--- src/rtl/core/ecv_pkg.sv ---
// shared constants, types and rounding helper for the easing curve evaluator
package ecv_pkg;

  localparam int FRAC_BITS = 16;

  localparam int PHASE_W = 24;
  localparam int OUT_W   = 18;
  localparam int SEL_W   = 4;

  localparam int T_W    = FRAC_BITS + 1;
  localparam int X_W    = FRAC_BITS + 2;
  localparam int COEF_W = FRAC_BITS + 3;
  localparam int SQ_W   = 2 * X_W;
  localparam int LIN_W  = X_W + COEF_W;
  localparam int A_W    = FRAC_BITS + 4;
  localparam int P_W    = X_W + A_W;
  localparam int R_W    = FRAC_BITS + 8;
  localparam int RND_W  = P_W + 1;

  localparam longint ONE_FX  = longint'(64'd1 << FRAC_BITS);
  localparam longint HALF_FX = longint'(64'd1 << (FRAC_BITS - 1));
  localparam longint S1_FX   =
    longint'((64'd170158 * (64'd1 << FRAC_BITS) + 64'd50000) / 64'd100000);
  localparam longint S2_FX   =
    longint'((64'd25949095 * (64'd1 << FRAC_BITS) + 64'd5000000) / 64'd10000000);

  localparam longint OUT_MAX = longint'((64'd1 << (OUT_W - 1)) - 64'd1);
  localparam longint OUT_MIN = -longint'(64'd1 << (OUT_W - 1));

  // curve select codes
  localparam logic [SEL_W-1:0] SEL_LINEAR      = 4'd0;
  localparam logic [SEL_W-1:0] SEL_QUAD_IN     = 4'd1;
  localparam logic [SEL_W-1:0] SEL_QUAD_OUT    = 4'd2;
  localparam logic [SEL_W-1:0] SEL_QUAD_INOUT  = 4'd3;
  localparam logic [SEL_W-1:0] SEL_CUBIC_IN    = 4'd4;
  localparam logic [SEL_W-1:0] SEL_CUBIC_OUT   = 4'd5;
  localparam logic [SEL_W-1:0] SEL_CUBIC_INOUT = 4'd6;
  localparam logic [SEL_W-1:0] SEL_BACK_IN     = 4'd7;
  localparam logic [SEL_W-1:0] SEL_BACK_OUT    = 4'd8;
  localparam logic [SEL_W-1:0] SEL_BACK_INOUT  = 4'd9;

  typedef enum logic [1:0] {
    KIND_LIN,
    KIND_QUAD,
    KIND_CUBE,
    KIND_BACK
  } kind_e;

  // rescale shift is FRAC_BITS - 2 + code
  typedef enum logic [1:0] {
    SH_M2,
    SH_M1,
    SH_0,
    SH_P1
  } shift_e;

  typedef struct packed {
    kind_e  kind;
    shift_e sh_sq;
    shift_e sh_fin;
    logic   use_s2;
    logic   off_neg;
    logic   base_one;
    logic   neg;
  } ctl_t;

  typedef struct packed {
    ctl_t                  ctl;
    logic signed [X_W-1:0] x;
  } prep_t;

  typedef struct packed {
    ctl_t                    ctl;
    logic signed [X_W-1:0]   x;
    logic signed [SQ_W-1:0]  sq;
    logic signed [LIN_W-1:0] lin;
  } mul1_t;

  typedef struct packed {
    ctl_t                  ctl;
    logic signed [X_W-1:0] m;
    logic signed [A_W-1:0] a;
    logic signed [X_W-1:0] q;
  } rnd_t;

  typedef struct packed {
    ctl_t                  ctl;
    logic signed [P_W-1:0] p;
    logic signed [X_W-1:0] q;
  } mul2_t;

  // round to nearest, ties toward +infinity, by 2^k
  function automatic logic signed [RND_W-1:0] rnd_shift(input logic signed [RND_W-1:0] p,
                                                        input shift_e sh);
    int k;
    logic signed [RND_W-1:0] half;
    logic signed [RND_W-1:0] sum;
    k = FRAC_BITS - 2 + int'(sh);
    half = '0;
    half[k-1] = 1'b1;
    sum = p + half;
    return sum >>> k;
  endfunction

endpackage

--- src/rtl/core/ecv_if.sv ---
// handshake channels of the easing curve evaluator
interface ecv_phase_if import ecv_pkg::*; ();
  logic                      valid;
  logic                      ready;
  logic signed [PHASE_W-1:0] phase;

  modport source (output valid, output phase, input ready);
  modport sink   (input valid, input phase, output ready);
endinterface

interface ecv_eased_if import ecv_pkg::*; ();
  logic                    valid;
  logic                    ready;
  logic signed [OUT_W-1:0] eased_value;

  modport source (output valid, output eased_value, input ready);
  modport sink   (input valid, input eased_value, output ready);
endinterface

interface ecv_cfg_if import ecv_pkg::*; ();
  logic             valid;
  logic             ready;
  logic [SEL_W-1:0] curve_select;

  modport source (output valid, output curve_select, input ready);
  modport sink   (input valid, input curve_select, output ready);
endinterface

--- src/rtl/core/easing_curve_evaluator.sv ---
// top level of the easing curve evaluator
// Usage:
//   phase_i  valid/ready channel, one signed Q8.16 phase word per handshake;
//            the value is clamped to 0..1 before the curve is evaluated
//   eased_o  valid/ready channel, one signed Q2.16 eased word per phase word,
//            in the order the phase words were taken
//   cfg_i    valid/ready channel carrying curve_select; always ready, write it
//            only while no word is in flight
// Words pass through clamp/decode, square and slope products, rescale, second
// product, then final rescale with saturation into the output register.
// Throughput is one word per cycle while the receiver holds ready high; each of
// the five stages holds one word.
// Reset empties every stage and sets curve_select to linear.
// When the receiver holds ready low, the output word is held and words move up
// into empty stages behind it, so phase_i stays ready until all five are full.
module easing_curve_evaluator import ecv_pkg::*; (
  input  logic        clk_i,
  input  logic        rst_ni,
  ecv_phase_if.sink   phase_i,
  ecv_eased_if.source eased_o,
  ecv_cfg_if.sink     cfg_i
);

  logic [SEL_W-1:0] curve_select_q;
  logic             prep_valid, prep_ready;
  prep_t            prep_data;
  logic             arith_valid, arith_ready;
  mul2_t            arith_data;

  assign cfg_i.ready = 1'b1;

  always_ff @(posedge clk_i or negedge rst_ni) begin
    if (!rst_ni) begin
      curve_select_q <= SEL_LINEAR;
    end else if (cfg_i.valid) begin
      curve_select_q <= cfg_i.curve_select;
    end
  end

  ecv_prep u_prep (
    .clk_i          (clk_i),
    .rst_ni         (rst_ni),
    .phase_i        (phase_i),
    .curve_select_i (curve_select_q),
    .valid_o        (prep_valid),
    .ready_i        (prep_ready),
    .data_o         (prep_data)
  );

  ecv_arith u_arith (
    .clk_i   (clk_i),
    .rst_ni  (rst_ni),
    .valid_i (prep_valid),
    .ready_o (prep_ready),
    .data_i  (prep_data),
    .valid_o (arith_valid),
    .ready_i (arith_ready),
    .data_o  (arith_data)
  );

  ecv_finish u_finish (
    .clk_i   (clk_i),
    .rst_ni  (rst_ni),
    .valid_i (arith_valid),
    .ready_o (arith_ready),
    .data_i  (arith_data),
    .eased_o (eased_o)
  );

endmodule

--- src/rtl/core/ecv_prep.sv ---
// input stage: phase clamp, curve decode and operand selection
module ecv_prep import ecv_pkg::*; (
  input  logic             clk_i,
  input  logic             rst_ni,
  ecv_phase_if.sink        phase_i,
  input  logic [SEL_W-1:0] curve_select_i,
  output logic             valid_o,
  input  logic             ready_i,
  output prep_t            data_o
);

  logic                  valid_q;
  prep_t                 data_d, data_q;
  logic [T_W-1:0]        t;
  logic                  upper;
  logic signed [X_W:0]   tx, one_x;
  logic signed [X_W:0]   x_omt, x_tmo, x_2t, x_2m, x_2tm2;

  assign phase_i.ready = !valid_q || ready_i;
  assign valid_o       = valid_q;
  assign data_o        = data_q;

  // clamp to [0, one]
  always_comb begin
    if (phase_i.phase[PHASE_W-1]) begin
      t = '0;
    end else if (phase_i.phase[PHASE_W-2:0] > (PHASE_W-1)'(ONE_FX)) begin
      t = T_W'(ONE_FX);
    end else begin
      t = phase_i.phase[T_W-1:0];
    end
  end

  assign upper  = (t >= T_W'(HALF_FX));
  assign tx     = signed'({2'b00, t});
  assign one_x  = (X_W+1)'(ONE_FX);
  assign x_omt  = one_x - tx;
  assign x_tmo  = tx - one_x;
  assign x_2t   = tx <<< 1;
  assign x_2m   = (one_x <<< 1) - (tx <<< 1);
  assign x_2tm2 = (tx <<< 1) - (one_x <<< 1);

  always_comb begin
    data_d.ctl.kind     = KIND_LIN;
    data_d.ctl.sh_sq    = SH_0;
    data_d.ctl.sh_fin   = SH_0;
    data_d.ctl.use_s2   = 1'b0;
    data_d.ctl.off_neg  = 1'b0;
    data_d.ctl.base_one = 1'b0;
    data_d.ctl.neg      = 1'b0;
    data_d.x            = X_W'(tx);
    case (curve_select_i)
      SEL_LINEAR: begin
      end
      SEL_QUAD_IN: begin
        data_d.ctl.kind = KIND_QUAD;
      end
      SEL_QUAD_OUT: begin
        data_d.ctl.kind     = KIND_QUAD;
        data_d.x            = X_W'(x_omt);
        data_d.ctl.base_one = 1'b1;
        data_d.ctl.neg      = 1'b1;
      end
      SEL_QUAD_INOUT: begin
        data_d.ctl.kind = KIND_QUAD;
        if (upper) begin
          data_d.x            = X_W'(x_2m);
          data_d.ctl.sh_sq    = SH_P1;
          data_d.ctl.base_one = 1'b1;
          data_d.ctl.neg      = 1'b1;
        end else begin
          data_d.ctl.sh_sq = SH_M1;
        end
      end
      SEL_CUBIC_IN: begin
        data_d.ctl.kind = KIND_CUBE;
      end
      SEL_CUBIC_OUT: begin
        data_d.ctl.kind     = KIND_CUBE;
        data_d.x            = X_W'(x_omt);
        data_d.ctl.base_one = 1'b1;
        data_d.ctl.neg      = 1'b1;
      end
      SEL_CUBIC_INOUT: begin
        data_d.ctl.kind = KIND_CUBE;
        if (upper) begin
          data_d.x            = X_W'(x_2m);
          data_d.ctl.sh_fin   = SH_P1;
          data_d.ctl.base_one = 1'b1;
          data_d.ctl.neg      = 1'b1;
        end else begin
          data_d.ctl.sh_fin = SH_M2;
        end
      end
      SEL_BACK_IN: begin
        data_d.ctl.kind    = KIND_BACK;
        data_d.ctl.off_neg = 1'b1;
      end
      SEL_BACK_OUT: begin
        data_d.ctl.kind     = KIND_BACK;
        data_d.x            = X_W'(x_tmo);
        data_d.ctl.base_one = 1'b1;
      end
      SEL_BACK_INOUT: begin
        data_d.ctl.kind   = KIND_BACK;
        data_d.ctl.use_s2 = 1'b1;
        data_d.ctl.sh_fin = SH_P1;
        if (upper) begin
          data_d.x            = X_W'(x_2tm2);
          data_d.ctl.base_one = 1'b1;
        end else begin
          data_d.x           = X_W'(x_2t);
          data_d.ctl.off_neg = 1'b1;
        end
      end
      default: begin
      end
    endcase
  end

  always_ff @(posedge clk_i or negedge rst_ni) begin
    if (!rst_ni) begin
      valid_q <= 1'b0;
    end else if (phase_i.ready) begin
      valid_q <= phase_i.valid;
    end
  end

  always_ff @(posedge clk_i) begin
    if (phase_i.ready && phase_i.valid) begin
      data_q <= data_d;
    end
  end

endmodule

--- src/rtl/core/ecv_arith.sv ---
// three arithmetic stages: first products, rescale, second product
module ecv_arith import ecv_pkg::*; (
  input  logic  clk_i,
  input  logic  rst_ni,
  input  logic  valid_i,
  output logic  ready_o,
  input  prep_t data_i,
  output logic  valid_o,
  input  logic  ready_i,
  output mul2_t data_o
);

  localparam logic signed [COEF_W-1:0] S1P1_C = COEF_W'(S1_FX + ONE_FX);
  localparam logic signed [COEF_W-1:0] S2P1_C = COEF_W'(S2_FX + ONE_FX);
  localparam logic signed [A_W-1:0]    S1_A   = A_W'(S1_FX);
  localparam logic signed [A_W-1:0]    S2_A   = A_W'(S2_FX);

  logic  v1_q, v2_q, v3_q;
  logic  rdy1, rdy2, rdy3;
  mul1_t s1_d, s1_q;
  rnd_t  s2_d, s2_q;
  mul2_t s3_d, s3_q;

  logic signed [COEF_W-1:0] coef;
  logic signed [A_W-1:0]    off;
  logic signed [A_W-1:0]    lin_r;

  assign rdy3    = !v3_q || ready_i;
  assign rdy2    = !v2_q || rdy3;
  assign rdy1    = !v1_q || rdy2;
  assign ready_o = rdy1;
  assign valid_o = v3_q;
  assign data_o  = s3_q;

  // square and back-curve slope products
  assign coef = data_i.ctl.use_s2 ? S2P1_C : S1P1_C;

  always_comb begin
    s1_d.ctl = data_i.ctl;
    s1_d.x   = data_i.x;
    s1_d.sq  = data_i.x * data_i.x;
    s1_d.lin = coef * data_i.x;
  end

  // rescale products
  always_comb begin
    off   = s1_q.ctl.use_s2 ? S2_A : S1_A;
    lin_r = A_W'(rnd_shift(RND_W'(s1_q.lin), SH_0));
    s2_d.ctl = s1_q.ctl;
    s2_d.m   = X_W'(rnd_shift(RND_W'(s1_q.sq), SH_0));
    if (s1_q.ctl.kind == KIND_QUAD) begin
      s2_d.q = X_W'(rnd_shift(RND_W'(s1_q.sq), s1_q.ctl.sh_sq));
    end else begin
      s2_d.q = s1_q.x;
    end
    if (s1_q.ctl.kind == KIND_CUBE) begin
      s2_d.a = A_W'(s1_q.x);
    end else if (s1_q.ctl.off_neg) begin
      s2_d.a = lin_r - off;
    end else begin
      s2_d.a = lin_r + off;
    end
  end

  always_comb begin
    s3_d.ctl = s2_q.ctl;
    s3_d.p   = s2_q.m * s2_q.a;
    s3_d.q   = s2_q.q;
  end

  always_ff @(posedge clk_i or negedge rst_ni) begin
    if (!rst_ni) begin
      v1_q <= 1'b0;
      v2_q <= 1'b0;
      v3_q <= 1'b0;
    end else begin
      if (rdy1) begin
        v1_q <= valid_i;
      end
      if (rdy2) begin
        v2_q <= v1_q;
      end
      if (rdy3) begin
        v3_q <= v2_q;
      end
    end
  end

  always_ff @(posedge clk_i) begin
    if (rdy1 && valid_i) begin
      s1_q <= s1_d;
    end
    if (rdy2 && v1_q) begin
      s2_q <= s2_d;
    end
    if (rdy3 && v2_q) begin
      s3_q <= s3_d;
    end
  end

endmodule

--- src/rtl/core/ecv_finish.sv ---
// output stage: final rescale for cubic and back curves, offset, saturation and output register
module ecv_finish import ecv_pkg::*; (
  input  logic       clk_i,
  input  logic       rst_ni,
  input  logic       valid_i,
  output logic       ready_o,
  input  mul2_t      data_i,
  ecv_eased_if.source eased_o
);

  localparam int S_W = R_W + 1;
  localparam logic signed [S_W-1:0] MAX_S = S_W'(OUT_MAX);
  localparam logic signed [S_W-1:0] MIN_S = S_W'(OUT_MIN);

  logic                    valid_q;
  logic signed [OUT_W-1:0] eased_d, eased_q;
  logic signed [R_W-1:0]   r;
  logic signed [S_W-1:0]   rx, base, sum;

  assign ready_o             = !valid_q || eased_o.ready;
  assign eased_o.valid       = valid_q;
  assign eased_o.eased_value = eased_q;

  always_comb begin
    if (data_i.ctl.kind == KIND_LIN || data_i.ctl.kind == KIND_QUAD) begin
      r = R_W'(data_i.q);
    end else begin
      r = R_W'(rnd_shift(RND_W'(data_i.p), data_i.ctl.sh_fin));
    end
    rx   = S_W'(r);
    base = data_i.ctl.base_one ? S_W'(ONE_FX) : '0;
    sum  = data_i.ctl.neg ? (base - rx) : (base + rx);
    if (sum > MAX_S) begin
      eased_d = OUT_W'(MAX_S);
    end else if (sum < MIN_S) begin
      eased_d = OUT_W'(MIN_S);
    end else begin
      eased_d = OUT_W'(sum);
    end
  end

  always_ff @(posedge clk_i or negedge rst_ni) begin
    if (!rst_ni) begin
      valid_q <= 1'b0;
    end else if (ready_o) begin
      valid_q <= valid_i;
    end
  end

  always_ff @(posedge clk_i) begin
    if (ready_o && valid_i) begin
      eased_q <= eased_d;
    end
  end

endmodule
--- src/flat_wrapper.sv ---
// flat-port wrapper written by rule: the top's interface ports become plain ports
module easing_curve_evaluator_flat import ecv_pkg::*;
  (clk_i, rst_ni, phase_i_valid, phase_i_phase, phase_i_ready, eased_o_valid, eased_o_eased_value, eased_o_ready, cfg_i_valid, cfg_i_curve_select, cfg_i_ready);
  ecv_phase_if phase_i_i ();
  ecv_eased_if eased_o_i ();
  ecv_cfg_if cfg_i_i ();
  input  logic clk_i;
  input  logic rst_ni;
  input wire logic [$bits(phase_i_i.valid)-1:0] phase_i_valid;
  input wire logic [$bits(phase_i_i.phase)-1:0] phase_i_phase;
  output wire logic [$bits(phase_i_i.ready)-1:0] phase_i_ready;
  output wire logic [$bits(eased_o_i.valid)-1:0] eased_o_valid;
  output wire logic [$bits(eased_o_i.eased_value)-1:0] eased_o_eased_value;
  input wire logic [$bits(eased_o_i.ready)-1:0] eased_o_ready;
  input wire logic [$bits(cfg_i_i.valid)-1:0] cfg_i_valid;
  input wire logic [$bits(cfg_i_i.curve_select)-1:0] cfg_i_curve_select;
  output wire logic [$bits(cfg_i_i.ready)-1:0] cfg_i_ready;
  assign phase_i_i.valid = phase_i_valid;
  assign phase_i_i.phase = phase_i_phase;
  assign phase_i_ready = phase_i_i.ready;
  assign eased_o_valid = eased_o_i.valid;
  assign eased_o_eased_value = eased_o_i.eased_value;
  assign eased_o_i.ready = eased_o_ready;
  assign cfg_i_i.valid = cfg_i_valid;
  assign cfg_i_i.curve_select = cfg_i_curve_select;
  assign cfg_i_ready = cfg_i_i.ready;
  easing_curve_evaluator u_core (.clk_i(clk_i), .rst_ni(rst_ni), .phase_i(phase_i_i), .eased_o(eased_o_i), .cfg_i(cfg_i_i));
endmodule
--- config.mk ---
export PLATFORM = sky130hd
export DESIGN_NAME = easing_curve_evaluator_flat
export DESIGN_NICKNAME = d
export VERILOG_FILES = /design/src/rtl/core/ecv_pkg.sv /design/src/rtl/core/ecv_if.sv /design/src/rtl/core/easing_curve_evaluator.sv /design/src/rtl/core/ecv_prep.sv /design/src/rtl/core/ecv_arith.sv /design/src/rtl/core/ecv_finish.sv /design/src/flat_wrapper.sv
export SDC_FILE = /design/constraint.sdc
export NUM_CORES = 2
export LEC_CHECK = 0
export BUFFER_PORTS_ARGS = -buffer_cell sky130_fd_sc_hd__buf_2
export CORE_MARGIN = 1
export CORE_UTILIZATION = 58
export CTS_BUF_LIST = sky130_fd_sc_hd__clkbuf_16
export CTS_CLUSTER_DIAMETER = 200
export DETAILED_ROUTE_END_ITERATION = 10
export GPL_TIMING_DRIVEN = 0
export PLACE_DENSITY = 0.74
export RECOVER_POWER = 25
export REMOVE_ABC_BUFFERS = 1
export SLEW_MARGIN = 25
export SYNTH_ARGS = -nofsm -noshare
export SYNTH_HDL_FRONTEND = slang
export SYNTH_SLANG_ARGS = --single-unit
--- constraint.sdc ---
create_clock -name clk_i -period 17.5 [get_ports clk_i]
set_input_delay 3.5 -clock clk_i [delete_from_list [all_inputs] [get_ports clk_i]]
set_output_delay 3.5 -clock clk_i [all_outputs]
set_load 0.05 [all_outputs]
==> impl_metrics.py <==
metrics = {
    "run_status": {
        "status": "complete, but fails checks",
        "violations": "max-capacitance violations, max-slew violations",
    },
    "grt": {
        "overflow": 0,
        "antenna_found_initial": 4,
        "track_usage_pct": 28.5,
        "grt_max_degree": 56,
        "grt_pass1_wl_um": 194000,
        "grt_pass1_vias": 36997,
    },
    "clock_network": {
        "cts-htree-levels": 1,
        "cts_hold_buf": 0,
        "cts_made_buffers": 30,
        "path_clk_slew_ns": 0.06,
        "clk-insertion-delay-late_ns": 0.60,
        "cts_tree": "built",
        "cts.repair.resized": 0,
        "postCtsSetupBuffers": 0,
        "clock-sinks": 259,
        "cts-root-buf": "clkbuf_16",
        "clock_path_buffers": 3,
    },
    "critical_path": {
        "reg2reg_slack_ns": 8.30,
        "r2r-start": "u_core.u_arith.data_o[60]$_DFFE_PP_",
        "crit_top_cell": "ha_1",
        "path_class": "flop to flop",
        "r2r_cells": 28,
        "required_ns": 17.78,
        "crit_family": "compound AO/OA/AOI/OAI gates",
        "worstPathBufferInverterCount": 4,
        "cp_max_fo": 21,
        "r2r-end": "u_core.u_finish.eased_o.eased_value[11]$_SDFFCE_PN1P_",
        "max_stage_delay_ns": 0.85,
        "cp-end-kind": "flop",
        "slowest_stage": "a311oi_4",
        "start_kind": "flop",
        "cp.arrival_ns": 9.48,
    },
    "timing": {
        "setup_viol": 0,
        "slew_viol_final": 56,
        "timing.fmax_ghz": 0.109,
        "slew_headroom_pct": -93.3,
        "hold_violations": 0,
        "hold_ws_ns": 0.417,
        "finClkSkew_ns": 0.0358,
        "period_needed_ns": 9.20,
        "tightest_slew_ns": 2.90,
        "post-route-period-util_pct": 52.6,
        "finalSetupTns_ns": 0,
        "grt_setup_unrepaired": "false",
    },
    "logic_synthesis": {
        "synth_cells": 5180,
        "yosys.area.top_type": "fa_1",
        "synth-main-ff-cell": "edfxtp_1",
        "synthesis.area_um2": 49000,
        "yosysMostFrequentCell": "inv_1",
        "ys_top_cells_by_area": "fa_1 (34%), edfxtp_1 (15%), ha_1 (12%)",
        "synth_top_area_share_pct": 34.5,
        "synth.avg_cell_area_um2": 9.46,
        "synth_edf_count": 250,
        "ys_seq_area_share_pct": 15.8,
        "synth_cell_types": 106,
        "ys_top_cells_by_count": "inv_1 (1030), fa_1 (844), nand2_1 (550)",
        "postSynth.asyncResetShare_pct": 3.47,
        "ys_ff_latch": 259,
        "yosysWarningCount": 0,
    },
    "finish": {
        "area_growth_pct": 5.07,
        "layout.area.seq_um2": 7730,
        "n_antenna_cell": 0,
        "fill_cells": 6910,
        "drive_above_1_share_pct": 4.30,
        "multi_input_area_um2": 36800,
        "final_cells": 6240,
        "final_nets": 6483,
    },
    "hold_path": {
        "hold_end": "u_core.u_arith.s1_q[99]$_DFFE_PP_",
        "holdPathStages": 0,
        "worstHoldStart": "u_core.u_prep.data_o[26]$_DFFE_PP_",
        "hold_path.class": "flop to flop",
    },
    "place": {
        "io_buffer_count": 52,
        "place.gp.congestion": 0.946,
        "post-dp-hpwl_um": 97400,
        "dp.cells": 6183,
    },
    "detailed_routing": {
        "detail_route.wirelength_um": 119000,
        "viasPerCell": 5.72,
        "vias": 35717,
        "post_drt_wl_per_cell_um": 19.0,
        "dr.pass1.iters": 7,
        "ant_nets": 0,
        "drtIter0Drc": 2344,
        "drc": 0,
    },
    "die": {
        "die_h_um": 293,
        "core_area_um2": 83600,
        "ios": 54,
        "rows": 106,
        "initial_core_util_pct": 58.6,
        "die_w_um": 293,
        "die_area_um2": 85600,
    },
    "run": {
        "maxCapViolations": 1,
    },
}
routing by layer:
layer,global-route usage (%),share of wire (%),vias to the layer above
met1,38.4,42,17862
met2,48.3,48,1142
met4,8.30,3.1,4
li1,-,-,16487
met3,3.76,6.4,222
met5,0,0.023,-
layout by cell type, fill, tap and decap left out, types with 62 or more instances in the layout:
| cell type | netlist | final |
|---|---|---|
| inv_1 | 1030 | 1036 |
| and2_1 | 218 | 210 |
| a21oi_1 | 162 | 161 |
| edfxtp_1 | 250 | 250 |
| nor3_1 | 102 | 101 |
| o21ai_0 | 129 | 128 |
| nor2_1 | 277 | 277 |
| nand2_1 | 550 | 550 |
| ha_1 | 467 | 467 |
| fa_1 | 844 | 844 |
| nand3_1 | 73 | 73 |
| xor2_1 | 62 | 62 |
| xnor2_1 | 134 | 134 |
through the flow:
step	util, %	setup slack (ns)	area [um2]
2_1_floorplan	-	9.38	48400
3_3_place_gp	59.8	7.48	50000
3_5_place_dp	60.5	8.44	50500
4_1_cts	61.7	8.42	51500
5_1_grt	61.6	7.58	51500
6_report	61.6	8.30	51500
cell type report:
class                           instances  area share, %
Multi-Input combinational cell       3722           71.4
Sequential cell                       259           15.0
Clock buffer                           30           1.46
Clock inverter                         23          0.459
Timing Repair Buffer                   86           1.41
Tap cell                             1080           2.63
Inverter                             1040           7.58
registers in the layout, indices dropped and copies added (netlist names):
signal                               count
u_core.u_arith.s1_q                     82
u_core.u_arith.data_o                   61
u_core.u_arith.s2_q                     61
u_core.u_prep.data_o                    28
u_core.u_finish.eased_o.eased_value     18
u_core.curve_select_q                    4
u_core.u_arith.v1_q                      1
u_core.u_arith.v2_q                      1
u_core.u_arith.valid_o                   1
u_core.u_finish.eased_o.valid            1
u_core.u_prep.valid_o                    1
worst max path at each step:
stage | startpoint | cells after the start | endpoint | slack [ns]
6_report | u_core.u_arith.data_o[60]$_DFFE_PP_ | 28 | u_core.u_finish.eased_o.eased_value[11]$_SDFFCE_PN1P_ | 8.30
4_1_cts | u_core.u_arith.data_o[60]$_DFFE_PP_ | 28 | u_core.u_finish.eased_o.eased_value[0]$_SDFFCE_PN1P_ | 8.42
5_1_grt | u_core.u_arith.s2_q[21]$_DFFE_PP_ | 30 | u_core.u_arith.data_o[55]$_DFFE_PP_ | 7.58
2_1_floorplan | phase_i_phase[2] | 18 | u_core.u_prep.data_o[13]$_DFFE_PP_ | 9.38
3_3_place_gp | u_core.u_arith.data_o[60]$_DFFE_PP_ | 27 | u_core.u_finish.eased_o.eased_value[0]$_SDFFCE_PN1P_ | 7.48
3_5_place_dp | u_core.u_arith.data_o[60]$_DFFE_PP_ | 28 | u_core.u_finish.eased_o.eased_value[0]$_SDFFCE_PN1P_ | 8.44
worst reg2reg max path, delay by kind of cell, from the launching register on:
kind            cells  cell delay [ns]
simple gates        9             2.55
buf+inv             4             1.29
flops               1             0.70
xor+xnor            1             0.17
fa+ha+maj           4             1.38
compound gates     10             2.82
cell families (layout without fill, tap and decap cells):
family,after synthesis,in the layout,share of synthesized area (%)
simple gates,1492,1492,14.6
fa+ha+maj,1311,1311,46.4
buf+inv,1222,1179,9.42
compound gates,662,662,9.45
flops,259,259,15.8
xor+xnor,196,196,3.50
mux,36,36,0.779
other cells,2,25,0.0153
Power is left out: the tool's default activity adds up to more than one toggle a clock period on the data nets, which glitch-free logic cannot reach.
